===== src/design/lfc_pkg.sv =====
// lfc_pkg: shared types, constants and tables of the led fade controller
package lfc_pkg;

   localparam int CMD_W     = 3;
   localparam int PERCENT_W = 7;
   localparam int FADE_W    = 16;
   localparam int NOW_W     = 32;
   localparam int LEVEL_W   = 8;

   localparam int SINE_STEPS_DEFAULT = 256;
   localparam int TIME_BITS_DEFAULT  = 32;

   // pi/2 in q30
   localparam logic [63:0] HALF_PI_Q30 = 64'd1686629713;
   localparam logic [63:0] Q30_HALF    = 64'd536870912;

   localparam logic [LEVEL_W-1:0] LEVEL_FULL = 8'd255;
   localparam logic [LEVEL_W-1:0] LEVEL_ZERO = 8'd0;

   typedef enum logic [CMD_W-1:0] {
      CMD_ON      = 3'd0,
      CMD_ON_PCT  = 3'd1,
      CMD_OFF     = 3'd2,
      CMD_TOGGLE  = 3'd3,
      CMD_LIN_IN  = 3'd4,
      CMD_LIN_OUT = 3'd5,
      CMD_SINE_IN = 3'd6,
      CMD_STATUS  = 3'd7
   } cmd_type;

   typedef logic [LEVEL_W-1:0] pct_table_type [2**PERCENT_W];

   // percent 1..100 maps linearly onto 1..255, above 100 clamps
   function automatic pct_table_type build_pct_table();
      pct_table_type t;
      int pp;
      for (int p = 0; p < 2**PERCENT_W; p++) begin
         pp = (p > 100) ? 100 : p;
         if (p == 0) begin
            t[p] = LEVEL_ZERO;
         end else begin
            t[p] = LEVEL_W'((pp - 1) * 254 / 99 + 1);
         end
      end
      return t;
   endfunction

   localparam pct_table_type PCT_LEVEL = build_pct_table();

endpackage


===== src/design/lfc_channels.sv =====
// lfc_channels: valid/ready channel interfaces for command and result beats

interface lfc_req_if;
   logic                           valid;
   logic                           ready;
   logic [lfc_pkg::CMD_W-1:0]      cmd;
   logic [lfc_pkg::PERCENT_W-1:0]  percent;
   logic [lfc_pkg::FADE_W-1:0]     fade_ms;
   logic [lfc_pkg::NOW_W-1:0]      now_ms;

   modport source (output valid, cmd, percent, fade_ms, now_ms, input ready);
   modport sink   (input valid, cmd, percent, fade_ms, now_ms, output ready);
endinterface

interface lfc_rsp_if;
   logic                           valid;
   logic                           ready;
   logic [lfc_pkg::LEVEL_W-1:0]    pwm_level;
   logic                           led_on;
   logic                           fade_active;

   modport source (output valid, pwm_level, led_on, fade_active, input ready);
   modport sink   (input valid, pwm_level, led_on, fade_active, output ready);
endinterface


===== src/design/led_fade_controller_unit.sv =====
// led_fade_controller_unit: led brightness, on/off and fade sequencer
//
//   channel    dir   handshake          payload
//   req_chan   in    valid/ready beat   cmd, percent, fade_ms, now_ms
//   rsp_chan   out   valid/ready beat   pwm_level, led_on, fade_active
//
// plain commands and fade starts go from accept straight to S_WRITE, which registers the result
// a fade advance runs S_SUB, S_PREP1, S_PREP2, S_DIV, S_ROM, then S_WRITE: the
//   elapsed time is subtracted one bit a cycle, then a restoring divider
//   produces one quotient bit a cycle, then the sine rom is read
// synchronous reset clears level, on state, fade flag, start time and span
// a new command is taken while the previous result still waits in rsp_chan
module led_fade_controller_unit #(
   parameter int SINE_STEPS = lfc_pkg::SINE_STEPS_DEFAULT,
   parameter int TIME_BITS  = lfc_pkg::TIME_BITS_DEFAULT
) (
   input  logic        clock,
   input  logic        reset,
   lfc_req_if.sink     req_chan,
   lfc_rsp_if.source   rsp_chan
);

   localparam int TW    = TIME_BITS;
   localparam int IW    = $clog2(SINE_STEPS);
   localparam int QUO_W = (IW > 8) ? IW : 8;
   localparam int FW    = lfc_pkg::FADE_W;
   localparam int NW    = FW + QUO_W;
   localparam int CW    = $clog2((TW > QUO_W) ? TW : QUO_W);
   localparam int LW    = lfc_pkg::LEVEL_W;

   typedef logic [LW-1:0] sine_rom_type [SINE_STEPS];

   function automatic logic [LW-1:0] sine_entry(input int idx);
      logic [63:0] theta;
      logic [63:0] theta2;
      logic [63:0] term;
      logic [63:0] v;
      longint      sum;
      theta  = (lfc_pkg::HALF_PI_Q30 * 64'(idx)) / 64'(SINE_STEPS - 1);
      theta2 = (theta * theta) >> 30;
      sum    = longint'(theta);
      term   = ((theta * theta2) >> 30) / 64'd6;
      sum    = sum - longint'(term);
      term   = ((term * theta2) >> 30) / 64'd20;
      sum    = sum + longint'(term);
      term   = ((term * theta2) >> 30) / 64'd42;
      sum    = sum - longint'(term);
      term   = ((term * theta2) >> 30) / 64'd72;
      sum    = sum + longint'(term);
      if (sum < 0) begin
         sum = 0;
      end
      v = (64'(sum) * 64'd255 + lfc_pkg::Q30_HALF) >> 30;
      return (v > 64'd255) ? lfc_pkg::LEVEL_FULL : v[LW-1:0];
   endfunction

   function automatic sine_rom_type build_sine_rom();
      sine_rom_type t;
      for (int i = 0; i < SINE_STEPS; i++) begin
         t[i] = sine_entry(i);
      end
      return t;
   endfunction

   localparam sine_rom_type SINE_ROM = build_sine_rom();

   typedef enum logic [2:0] {
      S_IDLE,
      S_SUB,
      S_PREP1,
      S_PREP2,
      S_DIV,
      S_ROM,
      S_WRITE
   } state_type;

   state_type                     state_ff, state_in;
   lfc_pkg::cmd_type              cmd_ff, cmd_in;
   logic [lfc_pkg::PERCENT_W-1:0] pct_ff, pct_in;
   logic [FW-1:0]                 dur_ff, dur_in;
   logic [TW-1:0]                 now_ff, now_in;
   logic [TW-1:0]                 sub_b_ff, sub_b_in;
   logic                          borrow_ff, borrow_in;
   logic [TW-1:0]                 elapsed_ff, elapsed_in;
   logic [CW-1:0]                 cnt_ff, cnt_in;
   logic [TW+7:0]                 wide_ff, wide_in;
   logic [FW-1:0]                 tmin_ff, tmin_in;
   logic                          ovf_ff, ovf_in;
   logic [FW-1:0]                 rem_ff, rem_in;
   logic [QUO_W-1:0]              quo_ff, quo_in;
   logic [LW-1:0]                 rom_ff, rom_in;

   logic [LW-1:0]                 level_ff, level_in;
   logic                          is_on_ff, is_on_in;
   logic                          in_fade_ff, in_fade_in;
   logic [TW-1:0]                 start_ff, start_in;
   logic [FW-1:0]                 span_ff, span_in;

   logic                          rsp_valid_ff, rsp_valid_in;
   logic [LW-1:0]                 rsp_level_ff, rsp_level_in;
   logic                          rsp_on_ff, rsp_on_in;
   logic                          rsp_fade_ff, rsp_fade_in;

   logic                          diff_bit;
   logic [NW-1:0]                 num;
   logic [FW:0]                   trial;
   logic [FW:0]                   trial_diff;
   logic                          trial_ge;
   logic [IW-1:0]                 rom_addr;
   logic [LW-1:0]                 ramp;
   logic                          is_fade_cmd;

   assign req_chan.ready        = (state_ff == S_IDLE);
   assign rsp_chan.valid        = rsp_valid_ff;
   assign rsp_chan.pwm_level    = rsp_level_ff;
   assign rsp_chan.led_on       = rsp_on_ff;
   assign rsp_chan.fade_active  = rsp_fade_ff;

   assign is_fade_cmd = (req_chan.cmd == lfc_pkg::CMD_LIN_IN)
                     || (req_chan.cmd == lfc_pkg::CMD_LIN_OUT)
                     || (req_chan.cmd == lfc_pkg::CMD_SINE_IN);

   // one bit of now - start_time, lsb first
   assign diff_bit = now_ff[0] ^ sub_b_ff[0] ^ borrow_ff;

   assign num = (cmd_ff == lfc_pkg::CMD_SINE_IN)
              ? NW'(tmin_ff) * NW'(SINE_STEPS - 1)
              : NW'(wide_ff);

   assign trial      = {rem_ff, quo_ff[QUO_W-1]};
   assign trial_ge   = (trial >= {1'b0, span_ff});
   assign trial_diff = trial - {1'b0, span_ff};

   assign rom_addr = (span_ff == '0) ? IW'(SINE_STEPS - 1) : quo_ff[IW-1:0];
   // a zero span always overflows, which gives full scale
   assign ramp     = ovf_ff ? lfc_pkg::LEVEL_FULL : quo_ff[LW-1:0];

   always_comb begin
      state_in     = state_ff;
      cmd_in       = cmd_ff;
      pct_in       = pct_ff;
      dur_in       = dur_ff;
      now_in       = now_ff;
      sub_b_in     = sub_b_ff;
      borrow_in    = borrow_ff;
      elapsed_in   = elapsed_ff;
      cnt_in       = cnt_ff;
      wide_in      = wide_ff;
      tmin_in      = tmin_ff;
      ovf_in       = ovf_ff;
      rem_in       = rem_ff;
      quo_in       = quo_ff;
      rom_in       = rom_ff;
      level_in     = level_ff;
      is_on_in     = is_on_ff;
      in_fade_in   = in_fade_ff;
      start_in     = start_ff;
      span_in      = span_ff;
      rsp_level_in = rsp_level_ff;
      rsp_on_in    = rsp_on_ff;
      rsp_fade_in  = rsp_fade_ff;
      rsp_valid_in = rsp_valid_ff && !rsp_chan.ready;

      unique case (state_ff)
         S_IDLE: begin
            if (req_chan.valid) begin
               cmd_in    = lfc_pkg::cmd_type'(req_chan.cmd);
               pct_in    = req_chan.percent;
               dur_in    = req_chan.fade_ms;
               now_in    = req_chan.now_ms[TW-1:0];
               sub_b_in  = start_ff;
               borrow_in = 1'b0;
               cnt_in    = '0;
               state_in  = (in_fade_ff && is_fade_cmd) ? S_SUB : S_WRITE;
            end
         end
         S_SUB: begin
            now_in     = {1'b0, now_ff[TW-1:1]};
            sub_b_in   = {1'b0, sub_b_ff[TW-1:1]};
            borrow_in  = (!now_ff[0] && sub_b_ff[0]) || (!now_ff[0] && borrow_ff)
                      || (sub_b_ff[0] && borrow_ff);
            elapsed_in = {diff_bit, elapsed_ff[TW-1:1]};
            cnt_in     = cnt_ff + 1'b1;
            if (cnt_ff == CW'(TW - 1)) begin
               state_in = S_PREP1;
            end
         end
         S_PREP1: begin
            // 255 * e as (e << 8) - e
            wide_in  = {elapsed_ff, 8'd0} - {8'd0, elapsed_ff};
            tmin_in  = (elapsed_ff < TW'(span_ff)) ? elapsed_ff[FW-1:0] : span_ff;
            state_in = S_PREP2;
         end
         S_PREP2: begin
            ovf_in   = (wide_ff[TW+7:8] >= TW'(span_ff));
            rem_in   = num[NW-1:QUO_W];
            quo_in   = num[QUO_W-1:0];
            cnt_in   = '0;
            state_in = S_DIV;
         end
         S_DIV: begin
            rem_in = trial_ge ? trial_diff[FW-1:0] : trial[FW-1:0];
            quo_in = {quo_ff[QUO_W-2:0], trial_ge};
            cnt_in = cnt_ff + 1'b1;
            if (cnt_ff == CW'(QUO_W - 1)) begin
               state_in = S_ROM;
            end
         end
         S_ROM: begin
            rom_in   = SINE_ROM[rom_addr];
            state_in = S_WRITE;
         end
         S_WRITE: begin
            if (!rsp_valid_ff || rsp_chan.ready) begin
               case (cmd_ff)
                  lfc_pkg::CMD_ON: begin
                     level_in = lfc_pkg::LEVEL_FULL;
                     is_on_in = 1'b1;
                  end
                  lfc_pkg::CMD_ON_PCT: begin
                     level_in = lfc_pkg::PCT_LEVEL[pct_ff];
                     is_on_in = (pct_ff != '0);
                  end
                  lfc_pkg::CMD_OFF: begin
                     level_in = lfc_pkg::LEVEL_ZERO;
                     is_on_in = 1'b0;
                  end
                  lfc_pkg::CMD_TOGGLE: begin
                     level_in = is_on_ff ? lfc_pkg::LEVEL_ZERO : lfc_pkg::LEVEL_FULL;
                     is_on_in = !is_on_ff;
                  end
                  lfc_pkg::CMD_LIN_IN, lfc_pkg::CMD_SINE_IN: begin
                     if (in_fade_ff) begin
                        if (level_ff != lfc_pkg::LEVEL_FULL) begin
                           level_in = (cmd_ff == lfc_pkg::CMD_SINE_IN) ? rom_ff : ramp;
                        end else begin
                           in_fade_in = 1'b0;
                           level_in   = lfc_pkg::LEVEL_FULL;
                           is_on_in   = 1'b1;
                        end
                     end else if (!is_on_ff) begin
                        span_in    = dur_ff;
                        start_in   = now_ff;
                        level_in   = lfc_pkg::LEVEL_ZERO;
                        in_fade_in = 1'b1;
                     end
                  end
                  lfc_pkg::CMD_LIN_OUT: begin
                     if (in_fade_ff) begin
                        if (level_ff != lfc_pkg::LEVEL_ZERO) begin
                           level_in = ~ramp;
                        end else begin
                           in_fade_in = 1'b0;
                           level_in   = lfc_pkg::LEVEL_ZERO;
                           is_on_in   = 1'b0;
                        end
                     end else if (is_on_ff) begin
                        span_in    = dur_ff;
                        start_in   = now_ff;
                        level_in   = lfc_pkg::LEVEL_FULL;
                        in_fade_in = 1'b1;
                     end
                  end
                  default: begin
                  end
               endcase
               rsp_level_in = level_in;
               rsp_on_in    = is_on_in;
               rsp_fade_in  = in_fade_in;
               rsp_valid_in = 1'b1;
               state_in     = S_IDLE;
            end
         end
         default: begin
            state_in = S_IDLE;
         end
      endcase
   end

   always_ff @(posedge clock) begin
      if (reset) begin
         state_ff     <= S_IDLE;
         rsp_valid_ff <= 1'b0;
         level_ff     <= '0;
         is_on_ff     <= 1'b0;
         in_fade_ff   <= 1'b0;
         start_ff     <= '0;
         span_ff      <= '0;
      end else begin
         state_ff     <= state_in;
         rsp_valid_ff <= rsp_valid_in;
         level_ff     <= level_in;
         is_on_ff     <= is_on_in;
         in_fade_ff   <= in_fade_in;
         start_ff     <= start_in;
         span_ff      <= span_in;
      end
      cmd_ff       <= cmd_in;
      pct_ff       <= pct_in;
      dur_ff       <= dur_in;
      now_ff       <= now_in;
      sub_b_ff     <= sub_b_in;
      borrow_ff    <= borrow_in;
      elapsed_ff   <= elapsed_in;
      cnt_ff       <= cnt_in;
      wide_ff      <= wide_in;
      tmin_ff      <= tmin_in;
      ovf_ff       <= ovf_in;
      rem_ff       <= rem_in;
      quo_ff       <= quo_in;
      rom_ff       <= rom_in;
      rsp_level_ff <= rsp_level_in;
      rsp_on_ff    <= rsp_on_in;
      rsp_fade_ff  <= rsp_fade_in;
   end

endmodule


===== src/flat_wrapper.sv =====
// flat-port wrapper written by rule: the top's interface ports become plain ports
module led_fade_controller_unit_flat 
#(
   parameter int SINE_STEPS = lfc_pkg::SINE_STEPS_DEFAULT,
   parameter int TIME_BITS  = lfc_pkg::TIME_BITS_DEFAULT
)
  (clock, reset, req_chan_valid, req_chan_cmd, req_chan_percent, req_chan_fade_ms, req_chan_now_ms, req_chan_ready, rsp_chan_valid, rsp_chan_pwm_level, rsp_chan_led_on, rsp_chan_fade_active, rsp_chan_ready);
  lfc_req_if req_chan_i ();
  lfc_rsp_if rsp_chan_i ();
  input  logic clock;
  input  logic reset;
  input wire logic [$bits(req_chan_i.valid)-1:0] req_chan_valid;
  input wire logic [$bits(req_chan_i.cmd)-1:0] req_chan_cmd;
  input wire logic [$bits(req_chan_i.percent)-1:0] req_chan_percent;
  input wire logic [$bits(req_chan_i.fade_ms)-1:0] req_chan_fade_ms;
  input wire logic [$bits(req_chan_i.now_ms)-1:0] req_chan_now_ms;
  output wire logic [$bits(req_chan_i.ready)-1:0] req_chan_ready;
  output wire logic [$bits(rsp_chan_i.valid)-1:0] rsp_chan_valid;
  output wire logic [$bits(rsp_chan_i.pwm_level)-1:0] rsp_chan_pwm_level;
  output wire logic [$bits(rsp_chan_i.led_on)-1:0] rsp_chan_led_on;
  output wire logic [$bits(rsp_chan_i.fade_active)-1:0] rsp_chan_fade_active;
  input wire logic [$bits(rsp_chan_i.ready)-1:0] rsp_chan_ready;
  assign req_chan_i.valid = req_chan_valid;
  assign req_chan_i.cmd = req_chan_cmd;
  assign req_chan_i.percent = req_chan_percent;
  assign req_chan_i.fade_ms = req_chan_fade_ms;
  assign req_chan_i.now_ms = req_chan_now_ms;
  assign req_chan_ready = req_chan_i.ready;
  assign rsp_chan_valid = rsp_chan_i.valid;
  assign rsp_chan_pwm_level = rsp_chan_i.pwm_level;
  assign rsp_chan_led_on = rsp_chan_i.led_on;
  assign rsp_chan_fade_active = rsp_chan_i.fade_active;
  assign rsp_chan_i.ready = rsp_chan_ready;
  led_fade_controller_unit #(.SINE_STEPS(SINE_STEPS), .TIME_BITS(TIME_BITS)) u_core (.clock(clock), .reset(reset), .req_chan(req_chan_i), .rsp_chan(rsp_chan_i));
endmodule

===== config.mk =====
export PLATFORM = sky130hd
export DESIGN_NAME = led_fade_controller_unit_flat
export DESIGN_NICKNAME = d
export VERILOG_FILES = /design/src/design/lfc_pkg.sv /design/src/design/lfc_channels.sv /design/src/design/led_fade_controller_unit.sv /design/src/flat_wrapper.sv
export SDC_FILE = /design/constraint.sdc
export NUM_CORES = 1
export LEC_CHECK = 0
export BUFFER_PORTS_ARGS = -buffer_cell sky130_fd_sc_hd__buf_2
export CORE_MARGIN = 3
export CORE_UTILIZATION = 45
export DETAILED_ROUTE_END_ITERATION = 6
export GPL_TIMING_DRIVEN = 0
export PLACE_DENSITY_LB_ADDON = 0.25
export SETUP_SLACK_MARGIN = 0.5
export SLEW_MARGIN = 25
export SYNTH_ARGS = -nofsm -noshare
export SYNTH_HDL_FRONTEND = slang
export SYNTH_SLANG_ARGS = --single-unit

===== constraint.sdc =====
create_clock -name clock -period 6.7 [get_ports clock]
set_input_delay 2.01 -clock clock [delete_from_list [all_inputs] [get_ports clock]]
set_output_delay 2.01 -clock clock [all_outputs]
set_load 0.005 [all_outputs]

After elaboration in Yosys (flattened, before gate mapping)
Memories as Yosys holds them, arrays and structs flattened. A register that Yosys moved wholly into a read port is not among the register bits.
Index checks and enable logic that the tools add are counted.
W data, S select, Z words.
{"block": "totals", "ff_bits": 281, "mem_bits_ro": 3072, "elab_cells": 151, "n_memories": 2}
{"block": "op_classes", "add_sub_neg": 3, "n_mul": 1, "n_lt_le_gt_ge": 4, "n_eq_ne": 26, "muxes": 56, "bitwise_logic": 5, "n_reduce_logical": 31}
{"memory": "(name not given)", "words": 256, "width": 8, "read_ports": 1, "rd_clocked_by_memory_dff": 1, "write_ports": 0, "line": "led_fade_controller_unit.sv:210", "source": "rom_in = SINE_ROM[rom_addr];"}
{"memory": "(name not given)", "words": 128, "width": 8, "read_ports": 1, "rd_clocked_by_memory_dff": 0, "write_ports": 0, "line": "led_fade_controller_unit.sv:221", "source": "level_in = lfc_pkg::PCT_LEVEL[pct_ff];"}
{"op": "$mux W32", "count": 6}
{"op": "$pmux W32 S2", "count": 3}
{"op": "$mux W16", "count": 6}
{"op": "$mux W8", "count": 12}
{"op": "$pmux W16 S2", "count": 2}
{"op": "$pmux W8 S6", "count": 1}
{"op": "$sub A40 B32 Y40", "count": 1}
{"op": "$ge A32 B16 Y1", "count": 1}
{"op": "$lt A32 B16 Y1", "count": 1}
{"op": "$eq A3 B3 Y1 const B", "count": 9}
{"op": "$mul A16 B8 Y24 const B", "count": 1}
{"op": "$mux W24", "count": 1}
{"op": "$pmux W3 S7", "count": 1}
{"op": "$ge A17 B16 Y1", "count": 1}
{"op": "$logic_not A16 Y1", "count": 1}
{"op": "$pmux W8 S2", "count": 1}
{"op": "$sub A16 B16 Y16", "count": 1}
{"op": "$mux W3", "count": 5}
{"op": "$pmux W5 S3", "count": 1}
{"op": "$mux W1", "count": 13}
{"op": "$eq A3 B2 Y1 const B", "count": 4}
{"op": "$not A8 Y9", "count": 1}
{"op": "$ge A8 B8 Y1 const B", "count": 1}
{"op": "$ne A2 B1 Y1 const B", "count": 4}
{"op": "other kinds (24)", "count": 48}

Depth between registers and ports, before layout
{"block": "logic_depth", "word_depth": 7, "depth_mapped": 18, "mapped_depth_nobuf": 18}

Least setup slack after synthesis
OpenSTA, ideal clock, no wires.
{"block": "synth_timing", "path_kind": "register to register", "startpoint": "register u_core.state_ff[1]", "endpoint": "register u_core.tmin_ff[0], enable pin", "arrival_ns": 4.980, "required_time_ns": 6.149, "setup_slack_ns": 1.170, "path_stages_with_launch": 4, "synth_period_minus_slack_ns": 5.530, "path_cell_list": "dfxtp_1 -> clkbuf_1 -> buf_1 -> nor3b_1"}
{"block": "synth_via", "elab_chain_cells": 1}
{"element": "from (decl)", "line": "led_fade_controller_unit.sv:77", "source": "state_type state_ff, state_in;"}
{"element": "from (signal assigned)", "line": "led_fade_controller_unit.sv:290", "source": "state_ff <= state_in;"}
{"element": "$eq A3 B2 Y1", "line": "led_fade_controller_unit.sv:164", "source": "unique case (state_ff)"}
{"element": "to (signal assigned)", "line": "led_fade_controller_unit.sv:307", "source": "tmin_ff <= tmin_in;"}
{"element": "to (decl)", "line": "led_fade_controller_unit.sv:87", "source": "logic [FW-1:0] tmin_ff, tmin_in;"}
No other way between the ends.
A chain may end at the register's enable or synchronous reset.

Final worst setup path
{"block": "layout_timing", "startpoint": "register u_core.tmin_ff[8]", "endpoint": "register u_core.rem_ff[15], data pin"}
{"block": "layout_via", "elab_chain_cells": 3}
{"element": "$mul A16 B8 Y24", "line": "led_fade_controller_unit.sv:127", "source": "? NW'(tmin_ff) * NW'(SINE_STEPS - 1)"}
{"element": "$mux W24", "line": "led_fade_controller_unit.sv:127"}
{"element": "$pmux W16 S2", "line": "led_fade_controller_unit.sv:164"}
{"element": "named net u_core.rem_in[15]", "line": "led_fade_controller_unit.sv:89", "source": "logic [FW-1:0] rem_ff, rem_in;"}
{"element": "to (signal assigned)", "line": "led_fade_controller_unit.sv:309", "source": "rem_ff <= rem_in;"}
{"element": "to (decl)", "line": "led_fade_controller_unit.sv:89"}
The timed path passes the listed nets, and every way through them passes these cells.

==> key figures <==
Worst setup path
  • Maximum fanout along the worst path: 5
  • Delay-heaviest family, CP: adder cells
  • Slowest cell on the critical path: fa_1
  • Cell count along the critical path: 16
  • CP Launch Type: register
  • Critical path data required time: approximately 7 ns
  • Worst Setup SP: u_core.tmin_ff[8]
  • Worst reg2reg setup slack: 1.18 ns
  • Worst Path Arrival: 5.83 ns
  • Worst setup EP type: register
  • CP max stage delay: 0.57 ns
  • CP Buf/Inv Count: 4
  • Critical R2R Launch: u_core.tmin_ff[8]
  • R2R depth: 16
  • Crit Path Class: reg2reg
  • CP endpoint: u_core.rem_ff[15]
  • FF-to-FF End: u_core.rem_ff[15]
  • CP cell instances: inv_1, fa_1, inv_1, fa_1, fa_1, inv_1, fa_1, inv_1, ha_1, a21o_1, o41ai_1, o21ai_1, a41o_1, a211o_1, xnor2_1, a211oi_1

Detailed routing
  • Drt drc: 0
  • Vias post-DR: about 17000
  • Final ANT Viol Nets: 0
  • Drt total wl: 57.16 mm
  • Routed WL per cell: between 15 and 20 um
  • Number of vias per cell: between 5 and 6
  • Drt initial violations: ~1600
  • TritonRoute pass-1 iters: 5

Cells and area
  • Diode count: 0
  • Layout cells sized above 1: 0.1012
  • Layout Nets: 2543
  • Area grow syn2layout: 10.77%
  • Final Util: 0.5090

Global routing
  • Vias in the first global route: 16560
  • Grt ovf: 0
  • Overall routing resource usage: 0.2379
  • Initial antenna violation count: 0
  • Largest net degree at the start of global routing: 35
  • First-pass GRT wire length: roughly 92 mm

Clocking
  • Number of gates resized after cts: 0
  • Postcts setup bufs: 0
  • CTS tree: built
  • Clk_lat worst skew: roughly 0.59 ns
  • CTS buffer count: 30
  • Max Root-Sink Buffers: 3
  • Sink Count: 289
  • CTS root buffer: clkbuf_16
  • Clk pin slew, worst setup/hold paths: 0.06 ns
  • Hold buffers post-CTS: 0
  • H-tree depth: 1

Synthesis
  • Synth top cells by count: nand2_1, edfxtp_1, inv_1
  • Area leader, netlist: edfxtp_1
  • Syn Inst Count: about 2200
  • Post-synth EDFFs: 227
  • Synth Area per Inst: around 9.5 um2
  • Async S/R FF share, synth: 0
  • Count leader, synth: nand2_1
  • Yosys top cell area share: 0.3325
  • Synth cell types: a little under 80
  • Syn. warnings: 0
  • Dominant cells by area after synthesis: edfxtp_1, ha_1, fa_1, dfxtp_1, a21oi_1
  • Seq/Total Area, Yosys: 0.3931
  • Main synth FF type: edfxtp_1
  • Syn_nets: 2431
  • Yosys reg bits: just under 300
  • Post-synthesis cell area: 0.02050 mm2

Floorplanning
  • Total core area: 0.04461 mm2
  • Die Y: 219.4 um
  • IO Pins: 74
  • # rows: a little under 80
  • Die X: between 200 and 250 um
  • Initial core utilization: 0.4595
  • Die area: about 0.048 mm2

STA
  • FMAX: between 150 and 200 MHz
  • Final Hold Viols: 0
  • RSZ-0062 raised after global routing: no
  • Final setup fails: 0
  • Slew HR: 0.3476
  • Final min period: 5.521 ns
  • Final Max Tran Viols: 0
  • Setup tns final: 0 ns
  • Final period util: 0.8240
  • Fin Clk Skew: between 0.02 and 0.025 ns
  • Final worst slack: approximately 1.2 ns
  • Worst-Margin Slew: approximately 0.97 ns

Placed design
  • IO Port Bufs: 72
  • Pre-CTS setup slack: 1.162 ns
  • Detailed Place HPWL: 44.02 mm
  • Placer congestion estimate: around 0.94

Hold path
  • Worst min path class: reg2reg

Flow run
  • Number of max-cap violations: 0

Status
  • Outcome: finished clean
## flip-flops by register name, indices dropped and copies added (netlist names), 16 cells and up
name and count:
u_core.dur_ff 16, u_core.elapsed_ff 32, u_core.now_ff 32, u_core.rem_ff 16
u_core.span_ff 16, u_core.start_ff 32, u_core.sub_b_ff 32, u_core.tmin_ff 16
u_core.wide_ff 40
## how the worst min path moves through the flow
stage | from | endpoint | slack (ns) | cells after the start
6_report | u_core.start_ff[31] | u_core.start_ff[31] | 0.45 | 2
5_1_grt | u_core.start_ff[30] | u_core.start_ff[30] | 0.47 | 2
3_3_place_gp | u_core.start_ff[31] | u_core.start_ff[31] | 0.44 | 2
2_1_floorplan | u_core.start_ff[31] | u_core.start_ff[31] | 0.43 | 2
4_1_cts | u_core.start_ff[31] | u_core.start_ff[31] | 0.45 | 2
3_5_place_dp | u_core.start_ff[31] | u_core.start_ff[31] | 0.44 | 2
## per-stage QoR
step / instance area [um2] / instances / hold WS [ns]
final: 22710 / 2885 / 0.4494
after global routing: 22710 / 2885 / 0.4721
after CTS: 22700 / 2885 / 0.4513
after detailed placement: 21700 / 2830 / 0.4430
after global placement: 21600 / 2822 / 0.4395
after floorplan: 20500 / 2158 / 0.4318
## worst reg2reg max path: stages, from the launching register on
cell and delay (ns):
edfxtp_1 0.46, inv_1 0.17, fa_1 0.58, inv_1 0.08, fa_1 0.50, fa_1 0.54, inv_1 0.05, fa_1 0.56
inv_1 0.05, ha_1 0.36, a21o_1 0.23, o41ai_1 0.53, o21ai_1 0.22, a41o_1 0.33, a211o_1 0.28, xnor2_1 0.22
a211oi_1 0.10
## cell families after synthesis
group / count (synthesis) / synth area share
AND/OR/NAND/NOR: 618 / 0.1405
AO/OA/AOI/OAI: 566 / 0.1752
buffers and inverters: 320 / 0.05902
flip-flops: 289 / 0.3931
adder cells (fa/ha/maj): 211 / 0.1552
multiplexers: 92 / 0.05054
XOR/XNOR: 62 / 0.02649
## cell type report
cell class                      count  area [um2]
Clock inverter                     11       95.09
Clock buffer                       44       905.9
Fill cell                        4139       21900
Sequential cell                   289        8058
Tap cell                          592       740.7
Timing Repair Buffer               80       452.9
Buffer                            119       457.9
Multi-Input combinational cell   1549       11240
Inverter                          201       754.5
## cells in the final DEF, fill, tap and decap left out, drive strengths merged, types with 6 or more instances in the layout
master / synthesis / routed
nand4: 17 / 17
xnor2: 39 / 39
a311oi: 6 / 6
fa: 72 / 72
nor4: 16 / 16
nand3: 38 / 38
and2: 10 / 10
mux2i: 18 / 18
a211o: 6 / 6
inv: 198 / 202
nor2: 141 / 141
mux2: 72 / 72
edfxtp: 227 / 227
xor2: 23 / 23
a21o: 32 / 32
a2111oi: 9 / 9
o311ai: 15 / 15
clkinv: 3 / 8
a31oi: 26 / 26
nor3: 45 / 45
o31ai: 8 / 8
o22ai: 9 / 9
a211oi: 48 / 48
nor2b: 37 / 37
nor3b: 7 / 7
o211ai: 17 / 17
o21ai: 126 / 126
clkbuf: 99 / 143
nand2b: 35 / 35
nand2: 237 / 237
buf: 20 / 100
o21bai: 7 / 7
o21a: 12 / 12
a21oi: 190 / 190
or3: 12 / 12
dfxtp: 62 / 62
o221ai: 8 / 8
ha: 139 / 139
## routing by layer
layer	vias up	GRT usage	share of wire
li1	7963	-	-
met1	8096	0.3444	0.46
met2	625	0.3795	0.45
met3	100	0.02783	0.066
met4	0	0.06265	0.024
met5	-	0	0
Power is not shown: default switching activity piles up to over one toggle a cycle in this logic, so the estimate is an artifact.
